### src/rtl/ctlps_pkg.sv
`default_nettype none
package ctlps_pkg;

  // request codes
  localparam logic REQ_DRIVE = 1'b0;
  localparam logic REQ_STEP  = 1'b1;

  // register indexes
  localparam logic REG_OUTFLOW_COEFF = 1'b0;
  localparam logic REG_INV_SHAPE     = 1'b1;

  // reset values at Q16.16 (the level as an integer), rescaled to the fraction width at elaboration
  localparam logic [31:0] OUTFLOW_COEFF_Q16 = 32'd911966;
  localparam logic [31:0] INV_SHAPE_Q16     = 32'd62582;
  localparam logic [31:0] INFLOW_Q16        = 32'd2412838;
  localparam logic [31:0] LEVEL_INT         = 32'd7;

  // wide product accumulator and quotient widths
  localparam int unsigned AccW = 128;
  localparam int unsigned QW   = 33;

  typedef enum logic [7:0] {
    ST_IDLE = 8'b0000_0001,
    ST_ROOT = 8'b0000_0010,
    ST_OUTF = 8'b0000_0100,
    ST_NET  = 8'b0000_1000,
    ST_MULT = 8'b0001_0000,
    ST_DCHK = 8'b0010_0000,
    ST_DIV  = 8'b0100_0000,
    ST_DONE = 8'b1000_0000
  } state_e;

  typedef struct packed {
    logic       drive_upd;
    logic       zero_upd;
    logic       root_init;
    logic       root_step;
    logic       outf;
    logic       net;
    logic       mul_pp;
    logic       mul_add;
    logic [1:0] mul_k;
    logic       div_chk;
    logic       div_step;
    logic       out_load;
  } cmd_t;

  typedef struct packed {
    logic lvl_zero;
    logic out_busy;
  } status_t;

endpackage
`default_nettype wire

### src/rtl/ctlps_ctrl.sv
`default_nettype none
module ctlps_ctrl import ctlps_pkg::*; #(
  parameter int unsigned FRAC_BITS = 16
) (
  input  wire logic    clk_i,
  input  wire logic    rst_ni,
  input  wire logic    in_valid_i,
  output logic         in_ready_o,
  input  wire logic    req_type_i,
  input  wire status_t status_i,
  output cmd_t         cmd_o
);

  localparam int unsigned SW    = (32 + FRAC_BITS + 1) / 2;
  localparam int unsigned CntW  = 6;
  localparam logic [CntW-1:0] RootLast = CntW'(SW - 1);
  localparam logic [CntW-1:0] DivLast  = CntW'(QW - 1);
  localparam logic [CntW-1:0] MulLast  = CntW'(4);

  state_e          state_q, state_d;
  logic [CntW-1:0] cnt_q, cnt_d;
  logic            in_acc;

  assign in_ready_o = (state_q == ST_IDLE);
  assign in_acc     = in_valid_i & in_ready_o;

  // sequencer
  always_comb begin
    state_d = state_q;
    cnt_d   = cnt_q;
    cmd_o   = '0;
    cmd_o.mul_k = cnt_q[1:0];
    case (state_q)
      ST_IDLE: begin
        cnt_d = '0;
        if (in_acc) begin
          if (req_type_i == REQ_DRIVE) begin
            cmd_o.drive_upd = 1'b1;
            state_d = ST_DONE;
          end else if (status_i.lvl_zero) begin
            cmd_o.zero_upd = 1'b1;
            state_d = ST_DONE;
          end else begin
            cmd_o.root_init = 1'b1;
            state_d = ST_ROOT;
          end
        end
      end
      ST_ROOT: begin
        cmd_o.root_step = 1'b1;
        cnt_d = cnt_q + 1'b1;
        if (cnt_q == RootLast) begin
          state_d = ST_OUTF;
        end
      end
      ST_OUTF: begin
        cmd_o.outf = 1'b1;
        state_d = ST_NET;
      end
      ST_NET: begin
        cmd_o.net = 1'b1;
        cnt_d = '0;
        state_d = ST_MULT;
      end
      ST_MULT: begin
        cmd_o.mul_pp  = (cnt_q != MulLast);
        cmd_o.mul_add = (cnt_q != '0);
        cnt_d = cnt_q + 1'b1;
        if (cnt_q == MulLast) begin
          state_d = ST_DCHK;
        end
      end
      ST_DCHK: begin
        cmd_o.div_chk = 1'b1;
        cnt_d = '0;
        state_d = ST_DIV;
      end
      ST_DIV: begin
        cmd_o.div_step = 1'b1;
        cnt_d = cnt_q + 1'b1;
        if (cnt_q == DivLast) begin
          state_d = ST_DONE;
        end
      end
      ST_DONE: begin
        if (!status_i.out_busy) begin
          cmd_o.out_load = 1'b1;
          state_d = ST_IDLE;
        end
      end
      default: begin
        state_d = ST_IDLE;
      end
    endcase
  end

  always_ff @(posedge clk_i or negedge rst_ni) begin
    if (!rst_ni) begin
      state_q <= ST_IDLE;
      cnt_q   <= '0;
    end else begin
      state_q <= state_d;
      cnt_q   <= cnt_d;
    end
  end

endmodule
`default_nettype wire

### config.mk
export PLATFORM = sky130hd
export DESIGN_NAME = ctlps_ctrl
export DESIGN_NICKNAME = d
export VERILOG_FILES = /design/src/rtl/ctlps_pkg.sv /design/src/rtl/ctlps_ctrl.sv
export SDC_FILE = /design/constraint.sdc
export NUM_CORES = 1
export LEC_CHECK = 0
export ABC_CLOCK_PERIOD_IN_PS = 1700
export BUFFER_PORTS_ARGS = -buffer_cell sky130_fd_sc_hd__clkbuf_2
export CAP_MARGIN = 20
export CORE_MARGIN = 2
export CORE_UTILIZATION = 48
export CTS_CLUSTER_DIAMETER = 40
export DETAILED_ROUTE_END_ITERATION = 12
export HOLD_SLACK_MARGIN = 0.03
export PLACE_DENSITY = 0.83
export SLEW_MARGIN = 0
export SYNTH_ARGS = -nofsm -noshare
export SYNTH_HDL_FRONTEND = slang
export SYNTH_SLANG_ARGS = --single-unit
### constraint.sdc
create_clock -name clk_i -period 1.7 [get_ports clk_i]
set_clock_uncertainty 0.1 [all_clocks]
set_input_delay 0.34 -clock clk_i [delete_from_list [all_inputs] [get_ports clk_i]]
set_output_delay 0.34 -clock clk_i [all_outputs]
set_load 0.05 [all_outputs]
==> out/qor.csv, run 1 <==
metric;value;unit
die_h;48.9;um
post-route-util;94.8;%
crit_slowest_cell;dfrtp_1;
rows;16;
max_freq;447;MHz
fillers;48;
viasPerCell;6.12;
rsz0062_at_grt;true;
detail_route.first_pass.iterations;5;
p_per_area;958;nW/um^2
totalPowerFinal;0.00174;W
worstPathArrival;1800;ps
syn_area_per_cell;9.22;sq um
avgRoutedWirePerCell;22.6;um
combPwrFrac;60.6;%
grt_overflow_total;0;
p_leak;0.849;nW
synth_top_flop_cell;dfrtp_1;
root_buffer;clkbuf_4;
io_pins;20;
dieArea;2390;sq um
syn_area;968;sq um
cts_sinks;14;
clk_latency;300;ps
final_hold_viol_count;0;
drv_cap;0;
crit_buf_inv;2;
gr-usage-all-layers;31.8;%
synth_nets;113;
drive_gt1_share;67.7;%
p_sw;0.000765;W
hpwl;1960;um
finalWirelength;4390;um
cp_top_family;simple AND/OR/NAND/NOR gates;
core;1920;sq um
tightestPinTransition;355;ps
critPathLaunchType;register;
nets;176;
violations;negative setup slack;
p_sw_share;43.9;%
antenna_found_initial;0;
slew_headroom;76.3;%
cp_max_fo;4;
ys_types;40;
finalWorstSetupSlack;-535;ps
gp_congestion;0.937;
async_flop_share;100;%
status;finished with violations;
slowest_delay;450;ps
numCtsBuffers;3;
post-route-period-util;131;%
synth-seq-cells;14;
cp.required;1260;ps
cts_tree;built;
vias;1187;
setup_viol;23;
start_util;50.4;%
die_w;48.9;um
synth-warning-count;0;
seqCellArea;357;sq um
multi_input_area;758;sq um
htreeDepth;1;
syn2layout_area_growth;88.1;%
drv_slew;0;
drc;0;
crit_type;reg2out;
ys_seq_area_share;36.3;%
crit_path_end_kind;output port;
cts.clk_slew.worst_paths;90;ps
period_needed;2240;ps
synth-edff-count;0;
clock_power_share;14.7;%
n_antenna_cell;0;
p_int;0.000979;W
path_cells;nor3_4 > nand4_1 > inv_4 > nand2_8 > nor2_4 > buf_8;
hold_class;in2reg;
grt_pass1_vias;1170;
syn_inst;105;
drt_iter0_drc;30;
clk_path_buf_depth;2;
place.port_buffers;19;
ir_worst_vdd;909;uV
pwr-share-seq;24.6;%
ant_nets;0;
grt_pass1_wl;5680;um
grt_max_degree;15;
## sequential cells by signal (all words and copies together), names as in the netlist
register  cells
cnt_q         6
state_q       8
## metrics by stage
step	instances	setup WS [ps]	TNS, ps	hold slack (ps)	area, sq um
after floorplan	105	-182	-776	-55.6	1050
after global placement	170	-162	-1420	160	1330
after detailed placement	170	-239	-2330	169	1330
after CTS	182	-421	-4150	171	1640
after global routing	194	-562	-7420	216	1820
final	194	-535	-6610	225	1820
## cell families after synthesis
logic type	share of synthesized area [%]
and+or+nand+nor	36.2
AOI/OAI and AO/OA	13.4
DFF	36.3
buffers and inverters	6.59
xor gates and xnor gates	2.71
muxes	2.20
adders and majority gates	2.58
## synth_stat cells, drive strengths merged (2+ instances only)
library cell	count	area (sq um)
nor3	5	36.3
nor3b	5	37.5
nand2	6	22.5
nand4	3	18.8
nand2b	4	25.0
dfrtp	13	325
nor2b	2	12.5
o22ai	2	12.5
xor2	2	17.5
a211o	2	20.0
and3	3	26.3
ha	2	25.0
a22o	2	20.0
buf	5	41.3
and4b	3	32.5
nor4	2	12.5
nor2	14	52.6
o21ai	2	10.0
nand3b	2	15.0
nand3	6	30.0
inv	5	18.8
## power by group through the flow
stage / clock network (W) / registers (W) / logic (W)
after detailed placement: 0 / 0.000418 / 0.000717
after CTS: 0.000247 / 0.000415 / 0.000866
final: 0.000257 / 0.000429 / 0.00106
after global placement: 0 / 0.000417 / 0.000694
after global routing: 0.000273 / 0.000431 / 0.00110
after floorplan: 0 / 0.000400 / 0.000509
## layer usage
metal | global-route usage, % | share of wire, % | vias up | routed length [um]
met5 | 0 | 0 | - | 0
met2 | 62.6 | 54 | 72 | 2370
met4 | 18.6 | 6.5 | 0 | 286
met1 | 31.3 | 36 | 580 | 1590
met3 | 3.99 | 3.6 | 29 | 156
li1 | - | - | 506 | -
## final timing paths
kind                            start          to  slack [ps]  depth (start not counted)
max                        state_q[5]   cmd_o[12]        -540                          6
min                        in_valid_i  state_q[0]         230                          2
max reg2reg                state_q[5]    cnt_q[5]        -300                          7
min reg2reg                  cnt_q[0]    cnt_q[0]         520                          2
max in group asynchronous      rst_ni  state_q[0]         770                          2
min in group asynchronous      rst_ni  state_q[3]         430                          2
## final cells by class
| class | count | area share (%) |
|---|---|---|
| Multi-Input combinational cell | 80 | 41.6 |
| Timing Repair Buffer | 64 | 33.8 |
| Sequential cell | 14 | 19.6 |
| Clock buffer | 4 | 1.99 |
| Tap cell | 27 | 1.85 |
| Inverter | 5 | 1.17 |
## placed cells by master (no fill, tap or decap), types with 2 or more instances in the layout
| master | count |
|---|---|
| nand3b_1 | 2 |
| xor2_1 | 2 |
| clkbuf_2 | 7 |
| nand2b_1 | 3 |
| nor2b_1 | 2 |
| inv_1 | 3 |
| nor2_1 | 5 |
| nand3_1 | 4 |
| nor4_4 | 2 |
| nor3b_4 | 2 |
| clkbuf_16 | 2 |
| a211o_2 | 2 |
| a22o_2 | 2 |
| nand4_1 | 3 |
| o22ai_1 | 2 |
| dfrtp_1 | 9 |
| clkbuf_4 | 4 |
| and4b_2 | 2 |
| dfrtp_2 | 4 |
| buf_6 | 6 |
| nor2_4 | 8 |
| nand3_2 | 2 |
| ha_1 | 2 |
| and3_4 | 3 |
| buf_12 | 2 |
| nand2_1 | 4 |
| buf_8 | 9 |
| nor3_4 | 3 |
| buf_4 | 36 |
| nor3b_2 | 2 |
## timing repair
action / in CTS / in global routing
setup buffers: 7 / 12
setup endpoints to repair: 18 / 21
hold buffers: 1 / 0
gates resized for setup: 39 / 30
hold endpoints to repair: 13 / 0
pin swaps: 5 / 9
(Power assumes the default switching activity.)
==> inputs of run 2 (changes only) <==
--- a/config.mk
+++ b/config.mk
@@ -5,15 +5,16 @@
 export SDC_FILE = /design/constraint.sdc
 export NUM_CORES = 1
 export LEC_CHECK = 0
-export ABC_CLOCK_PERIOD_IN_PS = 1700
+export ABC_CLOCK_PERIOD_IN_PS = 2250
 export BUFFER_PORTS_ARGS = -buffer_cell sky130_fd_sc_hd__clkbuf_2
 export CAP_MARGIN = 20
 export CORE_MARGIN = 2
-export CORE_UTILIZATION = 48
+export CORE_UTILIZATION = 53
 export CTS_CLUSTER_DIAMETER = 40
 export DETAILED_ROUTE_END_ITERATION = 12
 export HOLD_SLACK_MARGIN = 0.03
-export PLACE_DENSITY = 0.83
+export PLACE_DENSITY = 0.87
+export RECOVER_POWER = 25
 export SLEW_MARGIN = 0
 export SYNTH_ARGS = -nofsm -noshare
 export SYNTH_HDL_FRONTEND = slang
==> constraint.sdc (replaced) <==
create_clock -name clk_i -period 2.25 [get_ports clk_i]
set_clock_uncertainty 0.1 [all_clocks]
set_input_delay 0.45 -clock clk_i [delete_from_list [all_inputs] [get_ports clk_i]]
set_output_delay 0.45 -clock clk_i [all_outputs]
set_load 0.05 [all_outputs]
==> run 2 against run 1 <==
  * The flow still finishes with violations (negative setup slack)
  * Worst hold slack improved by 87 ps
  * Die area fell by 8.7%
  * Sequential share of layout area rose by 6.8 points
  * Core utilization fell by 17 points
  * Global-route usage fell by 4.3 points
  * Via count fell by 21%
  * Critical path type unchanged
  * Non-clock buffer count fell by 30
  * Count of clock-buffer cells in the layout did not move
  * Critical endpoint is now cmd_o[10]
  * Worst setup slack improved by 510 ps
  * Final area fell by 26%
  * Register-to-register slack improved by 450 ps
  * Combinational power fell by 50%
==> out/qor.csv, run 2 (synthesis results as in run 1) <==
metric;value;unit
status;finished with violations;
violations;negative setup slack;
top_register;state_q;
place.port_buffers;19;
finalWirelength;2680;um
ir_worst_vdd;530;uV
crit_start;state_q[6];
die_h;46.7;um
place_area;1120;sq um
crit_slowest_cell;dfrtp_1;
drive_gt1_share;48.9;%
cp.required;1700;ps
nets;146;
cp_max_fo;4;
crit_path_end_kind;output port;
reg_top3;state_q: 8 flops, cnt_q: 6 flops;
antenna_found_initial;0;
cp_top_family;simple AND/OR/NAND/NOR gates;
drv_slew;0;
final_hold_viol_count;0;
worstHoldStart;in_valid_i;
detail_route.first_pass.iterations;4;
cts.clk_slew.worst_paths;90;ps
numCtsBuffers;3;
p_leak;0.637;nW
core;1730;sq um
viasPerCell;5.79;
io_pins;20;
reg2reg_from;state_q[6];
dp.cells;149;
critPathLaunchType;register;
dieArea;2190;sq um
setup_viol;2;
worstPathArrival;1720;ps
gr-usage-all-layers;27.5;%
rows;15;
start_util;56.1;%
p_per_area;786;nW/um^2
grt_pass1_vias;879;
max_freq;440;MHz
period_needed;2270;ps
clk_path_buf_depth;2;
n_antenna_cell;0;
htreeDepth;1;
post-route-util;77.6;%
drv_cap;0;
die_w;46.7;um
slowest_delay;420;ps
crit_buf_inv;3;
stdcell_count;162;
crit_type;reg2out;
drc;0;
grt_pass1_wl;4170;um
vias;938;
largest_reg_flops;8;
avgRoutedWirePerCell;16.5;um
hpwl;1840;um
finalWorstSetupSlack;-22.2;ps
slew_headroom;45.6;%
cts_sinks;14;
path_cells;buf_4 > nor2_1 > nand4_1 > inv_4 > nand2_4 > nor2_4 > buf_8;
drt_iter0_drc;17;
hold_slack;312;ps
final_common_cell;buf_4;
cts_tree;built;
syn2layout_area_growth;38.4;%
hold_class;in2reg;
grt_max_degree;15;
final_cell_mix;14 x buf_4, 11 x dfrtp_1, 9 x nor2_1;
clk_latency;290;ps
post-route-period-util;101;%
grt_overflow_total;0;
tightestPinTransition;816;ps
gp_congestion;0.883;
ant_nets;0;
postLayoutCellArea;1340;sq um
root_buffer;clkbuf_4;
-- run 2: path summary, 6_finish.rpt --
check                              to  slack, ps  cells after the start
hold reg to reg              cnt_q[0]        510                      2
hold / removal             state_q[0]        310                      2
min in group asynchronous  state_q[3]        660                      2
setup reg to reg             cnt_q[5]        150                      6
setup / recovery            cmd_o[10]        -20                      7
max in group asynchronous    cnt_q[0]        830                      2
-- run 2: area by class of cell --
class	instances	area [sq um]
multi-input cells	80	637
repair buffers	34	260
clock buffers	4	36.3
inverters	5	21.3
well taps	25	31.3
flip-flops and latches	14	354
fillers	126	387
-- run 2: repair_timing --
item	in CTS	in global routing
buffers inserted	7	1
hold buffers	1	0
pin swaps	2	4
resized for setup	17	19
endpoints found under the hold margin	13	0
endpoints found under the setup margin	10	10
-- run 2: stage by stage --
step                      TNS [ps]  setup WS [ps]  power (W)
after global placement           0            123   0.000736
after global routing         -54.9          -23.5    0.00110
after floorplan              -16.2          -16.2   0.000643
after detailed placement         0           34.1   0.000759
final                        -39.4          -22.2    0.00105
after CTS                        0           1.16    0.00100
-- run 2: layer usage --
metal  part of all wire, %  global-route usage (%)  up-vias
met4                   3.2                    12.8        0
met1                    41                    35.4      459
li1                      -                       -      444
met3                   3.5                    2.31        8
met2                    52                    47.2       27
met5                     0                       0        -
-- run 2: power breakdown --
group          switching, W  total [W]  internal [W]
logic              0.000323   0.000530      0.000206
clock network     0.0000889   0.000187     0.0000985
registers         0.0000510   0.000336      0.000285
total              0.000463    0.00105      0.000590
==> inputs of run 3 (changes only) <==
--- a/config.mk
+++ b/config.mk
@@ -5,7 +5,7 @@
 export SDC_FILE = /design/constraint.sdc
 export NUM_CORES = 1
 export LEC_CHECK = 0
-export ABC_CLOCK_PERIOD_IN_PS = 2250
+export ABC_AREA = 1
 export BUFFER_PORTS_ARGS = -buffer_cell sky130_fd_sc_hd__clkbuf_2
 export CAP_MARGIN = 20
 export CORE_MARGIN = 2
@@ -13,9 +13,8 @@
 export CTS_CLUSTER_DIAMETER = 40
 export DETAILED_ROUTE_END_ITERATION = 12
 export HOLD_SLACK_MARGIN = 0.03
-export PLACE_DENSITY = 0.87
+export PLACE_DENSITY = 0.86
 export RECOVER_POWER = 25
-export SLEW_MARGIN = 0
 export SYNTH_ARGS = -nofsm -noshare
 export SYNTH_HDL_FRONTEND = slang
 export SYNTH_SLANG_ARGS = --single-unit
==> run 3 against run 2 <==
  * The flow now finishes without violations
  * Sequential share of layout area grew 3.9 points
  * Worst hold slack worse by 3.5 ps
  * Sequential power is 3% higher
  * Fmax increased by 5.4%
  * Final area fell by 13%
  * Total power grew 11%
  * Die area grew 2.0%
  * Via count is 1.2% higher
  * Register-to-register slack better by 560 ps
  * Non-clock buffer count is 14 lower
  * Combinational power rose by 21%
==> out/qor.csv, run 3 <==
metric;value;unit
drive_gt1_share;28.0;%
dieArea;2230;sq um
root_buffer;clkbuf_4;
synth-warning-count;0;
finalWirelength;2100;um
n_antenna_cell;0;
grt_max_degree;15;
post-route-period-util;95.8;%
synthSimpleGateAreaFrac;47.0;%
gr-usage-all-layers;20.5;%
drv_slew;0;
top_register;state_q;
cts.clk_slew.worst_paths;90;ps
place.port_buffers;19;
period_needed;2160;ps
grt_pass1_wl;3220;um
avgRoutedWirePerCell;11.1;um
synth-adder-area-share;2.53;%
ant_nets;0;
rows;15;
numCtsBuffers;3;
syn_inst;143;
critPathLaunchType;register;
hold_class;in2reg;
cts_tree;built;
stdcell_count;189;
yosysMostFrequentCell;nand2_1;
synthMuxAreaShare;0;%
final_cell_mix;41 x nand2_1, 21 x inv_1, 21 x nor2_1;
async_flop_share;100;%
final_hold_viol_count;0;
ys_types;23;
post-route-util;66.5;%
status;complete, no violations;
synth_nets;151;
core;1750;sq um
reg_top3;state_q: 8 flops, cnt_q: 6 flops;
synth_top_area_cell;dfrtp_1;
max_freq;464;MHz
io_pins;20;
synth_xor_area_share;1.77;%
dp.cells;184;
nets;173;
synth_top_flop_cell;dfrtp_1;
clk_latency;280;ps
syn_area;990;sq um
synth-seq-cells;14;
grt_overflow_total;0;
die_h;47.2;um
hpwl;1650;um
synth_common_cells;41 x nand2_1, 23 x nor2_1, 21 x inv_1;
syn2layout_area_growth;17.2;%
p_leak;0.678;nW
synth_top_area_share;32.9;%
yosys-top-cells-area;dfrtp_1 33%, nand2_1 16%, nor2_1 8.7%, inv_1 8.0%, nor2_4 5.7%;
crit_path_end_kind;output port;
ys_seq_area_share;35.5;%
synth_top_family_by_area;simple AND/OR/NAND/NOR gates;
detail_route.first_pass.iterations;4;
start_util;56.7;%
cp_max_fo;5;
syn_area_per_cell;6.92;sq um
gp_congestion;0.848;
grt_pass1_vias;818;
die_w;47.2;um
worstPathArrival;1610;ps
vias;949;
largest_reg_flops;8;
drc;0;
synth-edff-count;0;
drt_iter0_drc;21;
final_common_cell;nand2_1;
slew_headroom;49.7;%
rsz0062_at_grt;false;
crit_type;reg2out;
cp.required;1700;ps
cts_sinks;14;
ir_worst_vdd;953;uV
viasPerCell;5.02;
setup_viol;0;
antenna_found_initial;0;
drv_cap;0;
htreeDepth;1;
clk_path_buf_depth;2;
tightestPinTransition;755;ps
synth_compound_area_share;2.15;%
p_per_area;1010;nW/um^2
==> run 3: cell count changes after synthesis, sizes merged, moves of 3 or more <==
| cell | change |
|---|---|
| and4b | -3 |
| nor3b | -5 |
| inv | +18 |
| nor2 | +18 |
| and3 | -3 |
| nand3 | +4 |
| nor3 | -3 |
| nand2 | +40 |
| nand2b | -4 |
==> run 3: cell type report <==
type	instances	area, sq um
tap	25	31.3
clock buffer	4	36.3
sequential	14	352
fill	156	586
timing repair buffer	20	114
multi-input combinational	103	541
inverter	23	86.3
==> run 3: final timing paths <==
check | from | to | slack (ps) | cells past startpoint
max in group asynchronous | rst_ni | state_q[7] | 940 | 2
min in group asynchronous | rst_ni | cnt_q[2] | 640 | 2
setup reg to reg | cnt_q[0] | state_q[7] | 710 | 8
setup / recovery | state_q[1] | cmd_o[5] | 90 | 6
hold / removal | in_valid_i | state_q[0] | 310 | 4
hold reg to reg | cnt_q[0] | cnt_q[0] | 460 | 2
==> run 3: critical path, cell delays in order (launching register included) <==
cell     delay [ps]
dfrtp_1         440
nor2_4          160
nand2_4         100
nor2_2          160
inv_2            80
a31oi_1         160
buf_4           220
==> run 3: repair_timing <==
item / 4_1_cts / 5_1_grt
endpoints found under the setup margin: 0 / 5
resized for setup: 0 / 13
buffers inserted: 0 / 0
hold buffers: 1 / 0
hold endpoints to repair: 13 / 0
==> run 3: kinds of logic after synthesis <==
logic type,after synthesis
AO/OA/AOI/OAI,4
XOR/XNOR,2
adder cells (fa/ha/maj),2
buffers and inverters,26
flip-flops,14
AND/OR/NAND/NOR,95
==> run 3: metrics by stage <==
step | power [W] | setup TNS [ps] | instance area (sq um) | hold WS, ps | worst slack, ps
floorplan | 0.000866 | -265 | 996 | 54.4 | -88.3
finish | 0.00117 | 0 | 1160 | 309 | 93.6
global route | 0.00124 | 0 | 1160 | 322 | 4.74
CTS | 0.00116 | 0 | 1150 | 316 | 29.2
detailed placement | 0.000977 | 0 | 1100 | 275 | 335
global placement | 0.000960 | 0 | 1100 | 271 | 380
==> run 3: routing by layer <==
| metal | vias up | track usage, % | share of wire, % |
|---|---|---|---|
| met5 | - | 0 | 0 |
| met4 | 0 | 6.67 | 1.1 |
| met3 | 4 | 2.31 | 5.3 |
| met2 | 34 | 33.7 | 47 |
| met1 | 437 | 28.0 | 46 |
| li1 | 474 | - | - |
==> run 3: report_power, final <==
part | switching, W | internal (W)
Combinational | 0.000463 | 0.000177
Clock | 0.0000855 | 0.0000984
Sequential | 0.0000491 | 0.000298
